**src/hdl/kmpq_pkg.sv**
```systemverilog
// ----------------------------------------------------------------------------
// kmpq_pkg: shared types and constants of the keyed min-priority queue
// Request and response payloads, request and status codes, control state
// encoding and the control bundle for the serial min-search unit.
// ----------------------------------------------------------------------------
package kmpq_pkg;

  localparam int NUM_KEYS      = 64;
  localparam int PRIORITY_BITS = 32;

  typedef enum logic [2:0] {
    MODE_SET      = 3'd0,
    MODE_REMOVE   = 3'd1,
    MODE_POP      = 3'd2,
    MODE_PEEK     = 3'd3,
    MODE_CONTAINS = 3'd4
  } kmpq_mode_e;

  typedef enum logic [1:0] {
    STAT_OK        = 2'd0,
    STAT_NOT_FOUND = 2'd1,
    STAT_EMPTY     = 2'd2
  } kmpq_status_e;

  typedef enum logic [2:0] {
    S_IDLE,
    S_SET,
    S_PRIO,
    S_KEY,
    S_DONE
  } kmpq_state_e;

  typedef struct packed {
    logic [2:0]         mode;
    logic [5:0]         item_key;
    logic signed [31:0] item_priority;
  } kmpq_req_t;

  typedef struct packed {
    logic [1:0]         status;
    logic [5:0]         out_key;
    logic signed [31:0] out_priority;
    logic               present;
    logic [6:0]         live_count;
  } kmpq_rsp_t;

  // Control of the serial min-search unit for one cycle
  typedef struct packed {
    logic init;       // start a search: candidates = queued keys
    logic load;       // load the priority shift register for a set
    logic shift_out;  // shift one priority bit out, MSB first
    logic step_prio;  // eliminate on one priority bit plane
    logic step_key;   // eliminate on one key index bit
    logic pref;       // bit value that wins this step
  } kmpq_elim_ctrl_t;

endpackage

```
**src/hdl/kmpq_plane_mem.sv**
```systemverilog
// ----------------------------------------------------------------------------
// kmpq_plane_mem: bit-plane priority memory
// One row per priority bit, one column per key. One write port and one
// read port, read data registered.
// ----------------------------------------------------------------------------
module kmpq_plane_mem #(
  parameter int Width = 64,
  parameter int Depth = 32,
  localparam int AddrW = (Depth > 1) ? $clog2(Depth) : 1
) (
  input  logic             clk_i,
  input  logic             we_i,
  input  logic [AddrW-1:0] waddr_i,
  input  logic [Width-1:0] wdata_i,
  input  logic [AddrW-1:0] raddr_i,
  output logic [Width-1:0] rdata_o
);

  logic [Width-1:0] mem_q [Depth];
  logic [Width-1:0] rdata_q;

  always_ff @(posedge clk_i) begin
    if (we_i) begin
      mem_q[waddr_i] <= wdata_i;
    end
    rdata_q <= mem_q[raddr_i];
  end

  assign rdata_o = rdata_q;

endmodule

```
**src/hdl/kmpq_elim.sv**
```systemverilog
// ----------------------------------------------------------------------------
// kmpq_elim: serial min-search unit
// Eliminates candidate keys one bit per cycle, priority MSB first and then
// key index MSB first; the winning bits shift into the result registers.
// Also holds the priority shift register that feeds a set.
// ----------------------------------------------------------------------------
module kmpq_elim
  import kmpq_pkg::*;
#(
  parameter int NumKeys  = NUM_KEYS,
  parameter int PrioBits = PRIORITY_BITS,
  localparam int KeyBits = $clog2(NumKeys),
  localparam int KeyIdxW = (KeyBits > 1) ? $clog2(KeyBits) : 1
) (
  input  logic                clk_i,
  input  logic                rst_ni,
  input  kmpq_elim_ctrl_t     ctrl_i,
  input  logic [NumKeys-1:0]  valid_i,
  input  logic [NumKeys-1:0]  plane_i,
  input  logic [KeyIdxW-1:0]  key_bit_i,
  input  logic [PrioBits-1:0] load_val_i,
  output logic [NumKeys-1:0]  cand_o,
  output logic [PrioBits-1:0] prio_o,
  output logic [KeyBits-1:0]  key_o,
  output logic                prio_msb_o
);

  logic [NumKeys-1:0]  cand_q, cand_d;
  logic [NumKeys-1:0]  key_row;
  logic [NumKeys-1:0]  row;
  logic [NumKeys-1:0]  match;
  logic                any_match;
  logic                win_bit;
  logic [PrioBits-1:0] prio_sr_q;
  logic [KeyBits-1:0]  key_sr_q;

  // Key index bit of each lane for the current key step
  for (genvar gi = 0; gi < NumKeys; gi++) begin : g_lane
    localparam logic [KeyBits-1:0] LaneIdx = KeyBits'(gi);
    assign key_row[gi] = LaneIdx[key_bit_i];
  end

  assign row       = ctrl_i.step_key ? key_row : plane_i;
  assign match     = cand_q & (ctrl_i.pref ? row : ~row);
  assign any_match = |match;
  // Survivors all share the winning bit
  assign win_bit   = any_match ? ctrl_i.pref : ~ctrl_i.pref;

  always_comb begin
    cand_d = cand_q;
    if (ctrl_i.init) begin
      cand_d = valid_i;
    end else if ((ctrl_i.step_prio || ctrl_i.step_key) && any_match) begin
      cand_d = match;
    end
  end

  always_ff @(posedge clk_i or negedge rst_ni) begin
    if (!rst_ni) begin
      cand_q <= '0;
    end else begin
      cand_q <= cand_d;
    end
  end

  always_ff @(posedge clk_i) begin
    if (ctrl_i.load) begin
      prio_sr_q <= load_val_i;
    end else if (ctrl_i.shift_out) begin
      prio_sr_q <= PrioBits'({prio_sr_q, 1'b0});
    end else if (ctrl_i.step_prio) begin
      prio_sr_q <= PrioBits'({prio_sr_q, win_bit});
    end
    if (ctrl_i.step_key) begin
      key_sr_q <= KeyBits'({key_sr_q, win_bit});
    end
  end

  assign cand_o     = cand_q;
  assign prio_o     = prio_sr_q;
  assign key_o      = key_sr_q;
  assign prio_msb_o = prio_sr_q[PrioBits-1];

endmodule

```
**src/hdl/keyed_min_priority_queue.sv**
```systemverilog
// ----------------------------------------------------------------------------
// keyed_min_priority_queue: keyed min-priority queue over key indices
// Set, remove, pop, peek and contains over NumKeys keys with signed
// priorities; every transaction in gives exactly one transaction out.
// ----------------------------------------------------------------------------
// Priorities live in a bit-plane memory (one row per priority bit, one
// column per key) and are handled one bit per cycle. A set walks all
// PrioBits planes once, read-modify-write. Pop and peek search all queued
// keys at once by elimination: first over the priority planes (sign plane
// first), then over the key index bits so that the lowest key wins ties.
// Remove, contains, unused request codes and pop or peek on an empty queue
// go straight to completion. The memory gives one plane read per cycle.
// One request is in work at a time; a new one is taken as soon as the
// previous result sits in the output register, even if not yet taken.
// ----------------------------------------------------------------------------
module keyed_min_priority_queue
  import kmpq_pkg::*;
#(
  parameter int NumKeys  = NUM_KEYS,
  parameter int PrioBits = PRIORITY_BITS
) (
  input  logic      clk_i,
  input  logic      rst_ni,
  input  logic      in_valid_i,
  output logic      in_ready_o,
  input  kmpq_req_t in_data_i,
  output logic      out_valid_o,
  input  logic      out_ready_i,
  output kmpq_rsp_t out_data_o
);

  localparam int KeyBits  = $clog2(NumKeys);
  localparam int KeyIdxW  = (KeyBits > 1) ? $clog2(KeyBits) : 1;
  localparam int KeyExtW  = (KeyBits > 6) ? KeyBits : 6;
  localparam int PlW      = $clog2(PrioBits);
  localparam int StepMax  = (PrioBits > KeyBits) ? PrioBits : KeyBits;
  localparam int StepW    = $clog2(StepMax);
  localparam int CntW     = $clog2(NumKeys + 1);

  kmpq_state_e       state_q, state_d;
  logic [StepW-1:0]  cnt_q, cnt_d;
  kmpq_req_t         req_q, req_d;
  logic [NumKeys-1:0] valid_q, valid_d;
  logic [CntW-1:0]   count_q, count_d;
  kmpq_rsp_t         out_q, out_d;
  logic              out_valid_q, out_valid_d;

  kmpq_elim_ctrl_t   ectl;
  logic              mem_we;
  logic [PlW-1:0]    mem_waddr;
  logic [PlW-1:0]    mem_raddr;
  logic [NumKeys-1:0] mem_wdata;
  logic [NumKeys-1:0] mem_rdata;
  logic [NumKeys-1:0] cand;
  logic [PrioBits-1:0] srch_prio;
  logic [KeyBits-1:0] srch_key;
  logic              prio_msb;

  logic [KeyExtW-1:0] req_key_ext;
  logic [KeyBits-1:0] req_key;
  logic              req_key_ok;
  logic              in_key_ok;
  logic [NumKeys-1:0] key_mask;
  logic              out_free;

  // Key decode: keys at or beyond NumKeys count as absent
  assign req_key_ext = KeyExtW'(req_q.item_key);
  assign req_key     = req_key_ext[KeyBits-1:0];
  assign req_key_ok  = 32'(req_q.item_key) < 32'(NumKeys);
  assign in_key_ok   = 32'(in_data_i.item_key) < 32'(NumKeys);
  assign key_mask    = NumKeys'(1) << req_key;
  assign out_free    = !out_valid_q || out_ready_i;

  kmpq_plane_mem #(
    .Width (NumKeys),
    .Depth (PrioBits)
  ) u_plane_mem (
    .clk_i   (clk_i),
    .we_i    (mem_we),
    .waddr_i (mem_waddr),
    .wdata_i (mem_wdata),
    .raddr_i (mem_raddr),
    .rdata_o (mem_rdata)
  );

  kmpq_elim #(
    .NumKeys  (NumKeys),
    .PrioBits (PrioBits)
  ) u_elim (
    .clk_i      (clk_i),
    .rst_ni     (rst_ni),
    .ctrl_i     (ectl),
    .valid_i    (valid_q),
    .plane_i    (mem_rdata),
    .key_bit_i  (KeyIdxW'(cnt_q)),
    .load_val_i (PrioBits'(in_data_i.item_priority)),
    .cand_o     (cand),
    .prio_o     (srch_prio),
    .key_o      (srch_key),
    .prio_msb_o (prio_msb)
  );

  // Patch this key's column of the plane just read
  assign mem_wdata = prio_msb ? (mem_rdata | key_mask) : (mem_rdata & ~key_mask);
  assign mem_waddr = PlW'(cnt_q);

  always_comb begin
    state_d     = state_q;
    cnt_d       = cnt_q;
    req_d       = req_q;
    valid_d     = valid_q;
    count_d     = count_q;
    out_d       = out_q;
    out_valid_d = out_valid_q && !out_ready_i;
    ectl        = '0;
    mem_we      = 1'b0;
    mem_raddr   = PlW'(cnt_q - 1'b1);
    in_ready_o  = 1'b0;

    case (state_q)
      S_IDLE: begin
        in_ready_o = 1'b1;
        mem_raddr  = PlW'(PrioBits - 1);
        if (in_valid_i) begin
          req_d   = in_data_i;
          cnt_d   = StepW'(PrioBits - 1);
          state_d = S_DONE;
          case (in_data_i.mode)
            MODE_SET: begin
              // Start the plane walk; an out-of-range key just completes
              if (in_key_ok) begin
                ectl.load = 1'b1;
                state_d   = S_SET;
              end
            end
            MODE_POP, MODE_PEEK: begin
              if (count_q != '0) begin
                ectl.init = 1'b1;
                state_d   = S_PRIO;
              end
            end
            default: begin
              state_d = S_DONE;
            end
          endcase
        end
      end

      S_SET: begin
        // Write back the plane read last cycle, read the next one
        mem_we         = 1'b1;
        ectl.shift_out = 1'b1;
        if (cnt_q == '0) begin
          state_d = S_DONE;
        end else begin
          cnt_d = cnt_q - 1'b1;
        end
      end

      S_PRIO: begin
        // Sign plane prefers ones, all lower planes prefer zeros
        ectl.step_prio = 1'b1;
        ectl.pref      = (cnt_q == StepW'(PrioBits - 1));
        if (cnt_q == '0) begin
          cnt_d   = StepW'(KeyBits - 1);
          state_d = S_KEY;
        end else begin
          cnt_d = cnt_q - 1'b1;
        end
      end

      S_KEY: begin
        // Break ties toward the lowest key index
        ectl.step_key = 1'b1;
        ectl.pref     = 1'b0;
        if (cnt_q == '0) begin
          state_d = S_DONE;
        end else begin
          cnt_d = cnt_q - 1'b1;
        end
      end

      S_DONE: begin
        // Commit the state update together with loading the output register
        if (out_free) begin
          out_d              = '0;
          out_d.status       = STAT_OK;
          case (req_q.mode)
            MODE_SET: begin
              if (req_key_ok && !valid_q[req_key]) begin
                valid_d[req_key] = 1'b1;
                count_d          = count_q + 1'b1;
              end
            end
            MODE_REMOVE: begin
              if (req_key_ok && valid_q[req_key]) begin
                valid_d[req_key] = 1'b0;
                count_d          = count_q - 1'b1;
              end else begin
                out_d.status = STAT_NOT_FOUND;
              end
            end
            MODE_POP, MODE_PEEK: begin
              if (count_q == '0) begin
                out_d.status = STAT_EMPTY;
              end else begin
                out_d.out_key      = 6'(srch_key);
                out_d.out_priority = 32'($signed(srch_prio));
                if (req_q.mode == MODE_POP) begin
                  valid_d = valid_q & ~cand;
                  count_d = count_q - 1'b1;
                end
              end
            end
            MODE_CONTAINS: begin
              out_d.present = req_key_ok && valid_q[req_key];
            end
            default: begin
              out_d.status = STAT_OK;
            end
          endcase
          out_d.live_count = 7'(count_d);
          out_valid_d      = 1'b1;
          state_d          = S_IDLE;
        end
      end

      default: begin
        state_d = S_IDLE;
      end
    endcase
  end

  always_ff @(posedge clk_i or negedge rst_ni) begin
    if (!rst_ni) begin
      state_q     <= S_IDLE;
      cnt_q       <= '0;
      valid_q     <= '0;
      count_q     <= '0;
      out_valid_q <= 1'b0;
    end else begin
      state_q     <= state_d;
      cnt_q       <= cnt_d;
      valid_q     <= valid_d;
      count_q     <= count_d;
      out_valid_q <= out_valid_d;
    end
  end

  // Hold the request and result payloads
  always_ff @(posedge clk_i) begin
    req_q <= req_d;
    out_q <= out_d;
  end

  assign out_valid_o = out_valid_q;
  assign out_data_o  = out_q;

  // The live count always matches the number of queued keys
  a_count_matches: assert property (@(posedge clk_i) disable iff (!rst_ni)
    int'(count_q) == $countones(valid_q))
    else $error("live count out of step with queued keys");

  // A finished search over a non-empty queue leaves exactly one winner
  a_single_winner: assert property (@(posedge clk_i) disable iff (!rst_ni)
    (state_q == S_DONE && count_q != '0 &&
     (req_q.mode == MODE_POP || req_q.mode == MODE_PEEK)) |-> $onehot(cand))
    else $error("min search did not end with one candidate");

  // A plane walk only runs for a key in range
  a_set_key_ok: assert property (@(posedge clk_i) disable iff (!rst_ni)
    (state_q == S_SET) |-> req_key_ok)
    else $error("plane walk for an out-of-range key");

  // A new result only comes from the completion step
  a_result_source: assert property (@(posedge clk_i) disable iff (!rst_ni)
    $rose(out_valid_q) |-> $past(state_q == S_DONE))
    else $error("result loaded outside completion");

endmodule
```
**config.mk**
```make
export PLATFORM = sky130hd
export DESIGN_NAME = keyed_min_priority_queue
export DESIGN_NICKNAME = d
export VERILOG_FILES = /design/src/hdl/kmpq_pkg.sv /design/src/hdl/kmpq_plane_mem.sv /design/src/hdl/kmpq_elim.sv /design/src/hdl/keyed_min_priority_queue.sv
export SDC_FILE = /design/constraint.sdc
export NUM_CORES = 2
export LEC_CHECK = 0
export ABC_AREA = 1
export BUFFER_PORTS_ARGS = -buffer_cell sky130_fd_sc_hd__buf_2
export CAP_MARGIN = 20
export CORE_ASPECT_RATIO = 1.75
export CORE_MARGIN = 3
export CORE_UTILIZATION = 30
export DETAILED_ROUTE_END_ITERATION = 12
export HOLD_SLACK_MARGIN = 0.08
export PLACE_DENSITY = 0.52
export REMOVE_ABC_BUFFERS = 1
export SKIP_LAST_GASP = 1
export SYNTH_ARGS = -nofsm -noshare
export SYNTH_HDL_FRONTEND = slang
export SYNTH_HIERARCHICAL = 1
export SYNTH_SLANG_ARGS = --single-unit
export TNS_END_PERCENT = 5
```
**constraint.sdc**
```tcl
create_clock -name clk_i -period 7.7 [get_ports clk_i]
set_input_delay 1.54 -clock clk_i [delete_from_list [all_inputs] [get_ports clk_i]]
set_output_delay 1.54 -clock clk_i [all_outputs]
set_load 0.1 [all_outputs]
```
# == After elaboration in Yosys (flattened, before gate mapping) ==
# Memory sizes are Yosys's and may differ from the RTL's. A register that Yosys moved wholly into a read port is not among the register bits.
# Index checks and enable logic that the tools add are counted.
# op_classes
n_mul,0
bitwise,12
muxes,116
shifts,1
eq_ne,20
reduce_logical,27
add_sub_neg,3
div_mod_pow,0
order_cmp,3
# ops
cell,count
64-bit two-way mux,9
64-bit AND,4
64-bit NOT,4
64-bit one-hot mux with 3 select lines,1
64-bit bitwise OR,2
32-bit two-way mux,3
1-bit two-way mux,80
64-bit OR reduction,1
"1-bit by 6-bit << shifter with 64-bit output, first input constant",1
7-bit two-way mux,4
7-bit one-hot mux with 3 select lines,1
5-bit two-way mux,4
"3-bit by 2-bit equality test with 1-bit output, second input constant",6
"2-bit inequality test, second input constant",8
3-bit two-way mux,5
5-bit one-hot mux with 3 select lines,1
3-bit one-hot mux with 4 select lines,1
3-bit logical NOT,3
3-bit nonzero test,3
2-bit OR reduction,4
"7-bit by 1-bit adder with 7-bit output, second input constant",1
7-bit logical NOT,1
"6-bit by 7-bit < comparator with 1-bit output, second input constant",1
7-bit AND reduction,1
other kinds (23),33
# word_totals
mem_bits_ro,512
in_bits,45
memories,65
out_inout_bits,50
ramBits,2048
latch_bits,0
elab_cells,262
regBits,239
# memory_table
name,depth,width,rd,rd_ports_with_merged_regs,write_ports,line_no,source
u_plane_mem.mem_q,32,64,1,1,1,kmpq_plane_mem.sv:19,logic [Width-1:0] mem_q [Depth];
(name not given),8,1,1,0,0,kmpq_elim.sv:40,assign key_row[gi] = LaneIdx[key_bit_i];
(name not given),8,1,1,0,0,kmpq_elim.sv:40,
(name not given),8,1,1,0,0,kmpq_elim.sv:40,
(name not given),8,1,1,0,0,kmpq_elim.sv:40,
(name not given),8,1,1,0,0,kmpq_elim.sv:40,
59 more memories,-,-,-,-,-,-,

# == Depth between registers and ports, before layout ==
# logic_depth
depth_word,11
mapped_depth,23
depth_no_buf,20

# == By module ==
# Netlist, hierarchy kept.
# by_module_without_submodules
mod,seq_area_each_um2,area_each_um2,cells_each,instances
kmpq_plane_mem,62780.2,82990.8,6768,1
keyed_min_priority_queue,3713.6,9298.9,1412,1
kmpq_elim,2742.6,7159.4,1091,1

# == Worst setup path before layout ==
# OpenSTA, ideal clock, no wires.
# synth_path
path_kind,in2reg
startpoint,input out_ready_i
endpoint,register valid_q[10]
setup_time_ns,0.121
t_required_ns,7.579
arrival_time_ns,4.800
path_buffers,2
stages,9
setup_slack_ns,2.779
cell_sequence,nor2_1 > nor2_1 > inv_1 > nor2_2 > nand4_2 > buf_4 > buf_6 > nand2_1 > o21ai_1
# synth_via
elab_chain_len,2
# synth_lines
item,line_no,source
"start, declared",keyed_min_priority_queue.sv:28,"input logic out_ready_i,"
1-bit logical OR,keyed_min_priority_queue.sv:72,assign out_free = !out_valid_q || out_ready_i;
7-bit AND reduction (no line),-,
"end signal, assigned",keyed_min_priority_queue.sv:244,valid_q <= valid_d;
"end, declared",keyed_min_priority_queue.sv:43,"logic [NumKeys-1:0] valid_q, valid_d;"
# Every way passes these cells.
# A chain may end at the register's enable or synchronous reset.

==> results.py <==
metrics = {
    "clocking": {
        "cts_tree": "yes",
        "cts_setup_buffers": 0,
        "postCtsResizedCells": 0,
        "root_buffer": "clkbuf_16",
        "clockBufferDepth": 4,
        "clk_pin_slew_worst_paths_ns": 0.06,
        "cts_hold_buf": 0,
        "clock_latency_ns": 0.91,
        "cts_sinks": 2351,
        "cts.htree.levels": 4,
        "cts_made_buffers": 210,
    },
    "drt": {
        "drc": 0,
        "routed_wirelength_um": 350100,
        "vias_per_cell": 5.156,
        "ant_nets": 0,
        "vias": 70880,
        "routedWlPerCell_um": 25.47,
        "drt_first_pass_iters": 8,
        "drt_iter0_markers": 7003,
    },
    "timing": {
        "rsz0062_at_grt": "false",
        "drv_slew": 0,
        "fin_crit_ns": 5.229,
        "setup_tns_ns": 0,
        "clock_skew_ns": 0.09193,
        "slew_headroom": 0.1574,
        "hold_viol": 0,
        "setup-violations-final": 0,
        "worst_pin_slew_ns": 1.264,
        "hold_ws_ns": 0.4561,
        "period_share": 0.6791,
        "max_freq_mhz": 191.2,
        "post-route-worst-setup-slack_ns": 2.471,
    },
    "floorplan": {
        "coreArea_mm2": 0.3299,
        "die_h_um": 767.7,
        "start_util": 0.3015,
        "rows": 279,
        "pin_count": 95,
        "dieArea_mm2": 0.3387,
        "die_w_um": 441.2,
    },
    "global_route": {
        "grt_antenna_before_repair": 10,
        "grt_overflow_total": 0,
        "grt_pass1_wl_um": 498000,
        "grt_pass1_vias": 68440,
        "grt_max_degree": 206,
        "grt.total_usage": 0.2009,
    },
    "setup_path": {
        "start_kind": "register",
        "path_buf_inv": 4,
        "required_ns": 8.50,
        "crit_path_end_kind": "register",
        "max_stage_delay_ns": 0.78,
        "crit_top_cell": "nand2_1",
        "crit_type": "reg -> reg",
        "cp_top_family": "buffers and inverters",
        "cp_slowest_cell": "dfrtp_1",
        "crit_arrival_ns": 6.03,
        "crit_chain": "ha_1 > nand3_1 > nor3_2 > buf_4 > inv_2 > buf_12 > nand3_1 > nand2_1 > nor2_1 > nor2_1 > nand2_1 > nor2_1 > nand2_1 > nor2_2 > nand2_1 > nand2_2 > nand2_2 > buf_4 > nand2_1 > nand2_1",
        "worstPathMaxFanout": 73,
    },
    "placed_design": {
        "io_buffers": 94,
        "place_congestion": 0.9583,
        "dpl.hpwl_um": 191400,
        "post-place-ws_ns": 2.458,
        "placed_area_mm2": 0.1049,
    },
    "layout": {
        "drive_above_1_share": 0.08045,
        "layout-area-overhead-vs-synth_pct": 12.74,
        "fillers": 32720,
        "layout_commonest_cell": "nand2_1",
        "final_cell_mix": "3339 x nand2_1, 2143 x edfxtp_1, 2076 x nand3_1",
        "nets": 9276,
        "design_area_mm2": 0.1121,
    },
    "power": {
        "ir_worst_vdd_v": 0.0005320,
        "leakagePower_uw": 0.04075,
        "total_power_uw": 47620,
        "p_per_area_mw_per_mm2": 424.7,
    },
    "yosys": {
        "synth-edff-count": 2143,
        "syn_area_per_cell_um2": 10.73,
        "synth_ff_type": "edfxtp_1",
        "synth-warning-count": 6,
        "synth_cell_types": 42,
        "synth-seq-cells": 2351,
        "synthArstFlopShare": 0.06125,
        "yosysSeqAreaShare": 0.6962,
        "yosysTopAreaCellShare": 0.6471,
        "yosysTopAreaCell": "edfxtp_1",
        "syn_area_mm2": 0.09945,
        "synth_area_leaders": "edfxtp_1 65%, nand2_1 13%, nand3_1 10%",
        "synth_cells": 9271,
    },
    "min_path": {
        "hold_class": "reg -> reg",
    },
    "status": {
        "outcome": "finished, final reports clean",
    },
    "run": {
        "maxCapViolations": 0,
    },
}
==> stage by stage <==
step           cells    util
6_report       13750  0.3399
3_3_place_gp   13320  0.3173
4_1_cts        13720  0.3389
3_5_place_dp   13340  0.3181
2_1_floorplan   8701       -
5_1_grt        13740  0.3398
==> registers in the layout (all words and copies together), names as in the netlist <==
| signal | count |
|---|---|
| state_q | 3 |
| u_plane_mem/rdata_o | 64 |
| u_plane_mem/mem_q | 2048 |
| valid_q | 64 |
| req_key | 6 |
| req_q | 3 |
| u_elim/cand_o | 64 |
| cnt_q | 5 |
| u_elim/prio_o | 32 |
| u_elim/key_o | 6 |
| count_q | 7 |
| out_data_o | 48 |
| out_valid_o | 1 |
==> cell usage after synthesis, types with 2 or more instances <==
| cell type | n |
|---|---|
| a21boi_0 | 5 |
| a21oi_1 | 92 |
| a21oi_2 | 2 |
| a22oi_1 | 5 |
| a31oi_1 | 2 |
| buf_1 | 51 |
| buf_2 | 297 |
| buf_4 | 38 |
| buf_6 | 33 |
| clkbuf_1 | 151 |
| clkinv_1 | 4 |
| dfrtp_1 | 144 |
| dfxtp_1 | 64 |
| edfxtp_1 | 2143 |
| ha_1 | 18 |
| inv_1 | 193 |
| inv_2 | 9 |
| inv_4 | 3 |
| nand2_1 | 3346 |
| nand2_2 | 5 |
| nand3_1 | 2076 |
| nand4_1 | 13 |
| nor2_1 | 305 |
| nor2_2 | 4 |
| nor3_1 | 9 |
| o211ai_1 | 14 |
| o21ai_0 | 127 |
| o21ai_1 | 72 |
| or2_0 | 2 |
| or2_1 | 15 |
| or2_2 | 7 |
| xnor2_1 | 3 |
| xor2_1 | 10 |
==> routing by layer <==
metal / GRT usage / up-vias / wire (um)
met5: 0 / - / 0
met2: 0.3533 / 2640 / 177300
met4: 0.1177 / 0 / 23220
li1: - / 31820 / -
met3: 0.02061 / 737 / 18330
met1: 0.2360 / 35680 / 131200
==> where the power goes <==
part | internal (uW) | total, uW | switching [uW]
combinational | 5110 | 19700 | 14600
clock | 5890 | 10700 | 4810
sequential | 16500 | 17200 | 735
total | 27500 | 47600 | 20100
==> final timing paths <==
kind	to	depth (start not counted)	from	slack, ns
min in group asynchronous	u_elim/cand_o[33]	1	rst_ni	0.64
worst min register to register	u_elim/key_o[5]	0	u_elim/key_o[4]	0.46
worst max register to register	u_elim/cand_o[16]	20	cnt_q[0]	2.47
worst max-delay path	u_elim/cand_o[16]	20	cnt_q[0]	2.47
worst min-delay path	u_elim/key_o[5]	0	u_elim/key_o[4]	0.46
max in group asynchronous	u_elim/cand_o[61]	2	rst_ni	5.75
==> layout make-up <==
cell class	count	area [um2]	area share
multi-input combinational	6141	27090	0.2416
tap	4355	5449	0.04860
clock buffer	296	5929	0.05289
inverter	209	830.8	0.007410
antenna	6	15.01	0.0001339
clock inverter	88	909.6	0.008113
sequential	2351	69240	0.6175
timing repair buffer	300	2660	0.02373
==> logic make-up (layout without fill, tap and decap cells) <==
family                     count (synthesis)  count (layout)  synth area share
and+or+nand+nor                         5788            5788            0.2463
buffers and inverters                    779             893           0.03714
DFF                                     2351            2351            0.6962
adders and majority gates                 18              18          0.002265
AOI/OAI and AO/OA                        322             322           0.01700
xor gates and xnor gates                  13              13          0.001145
other                                      0               6                 0
(Power assumes the default switching activity.)
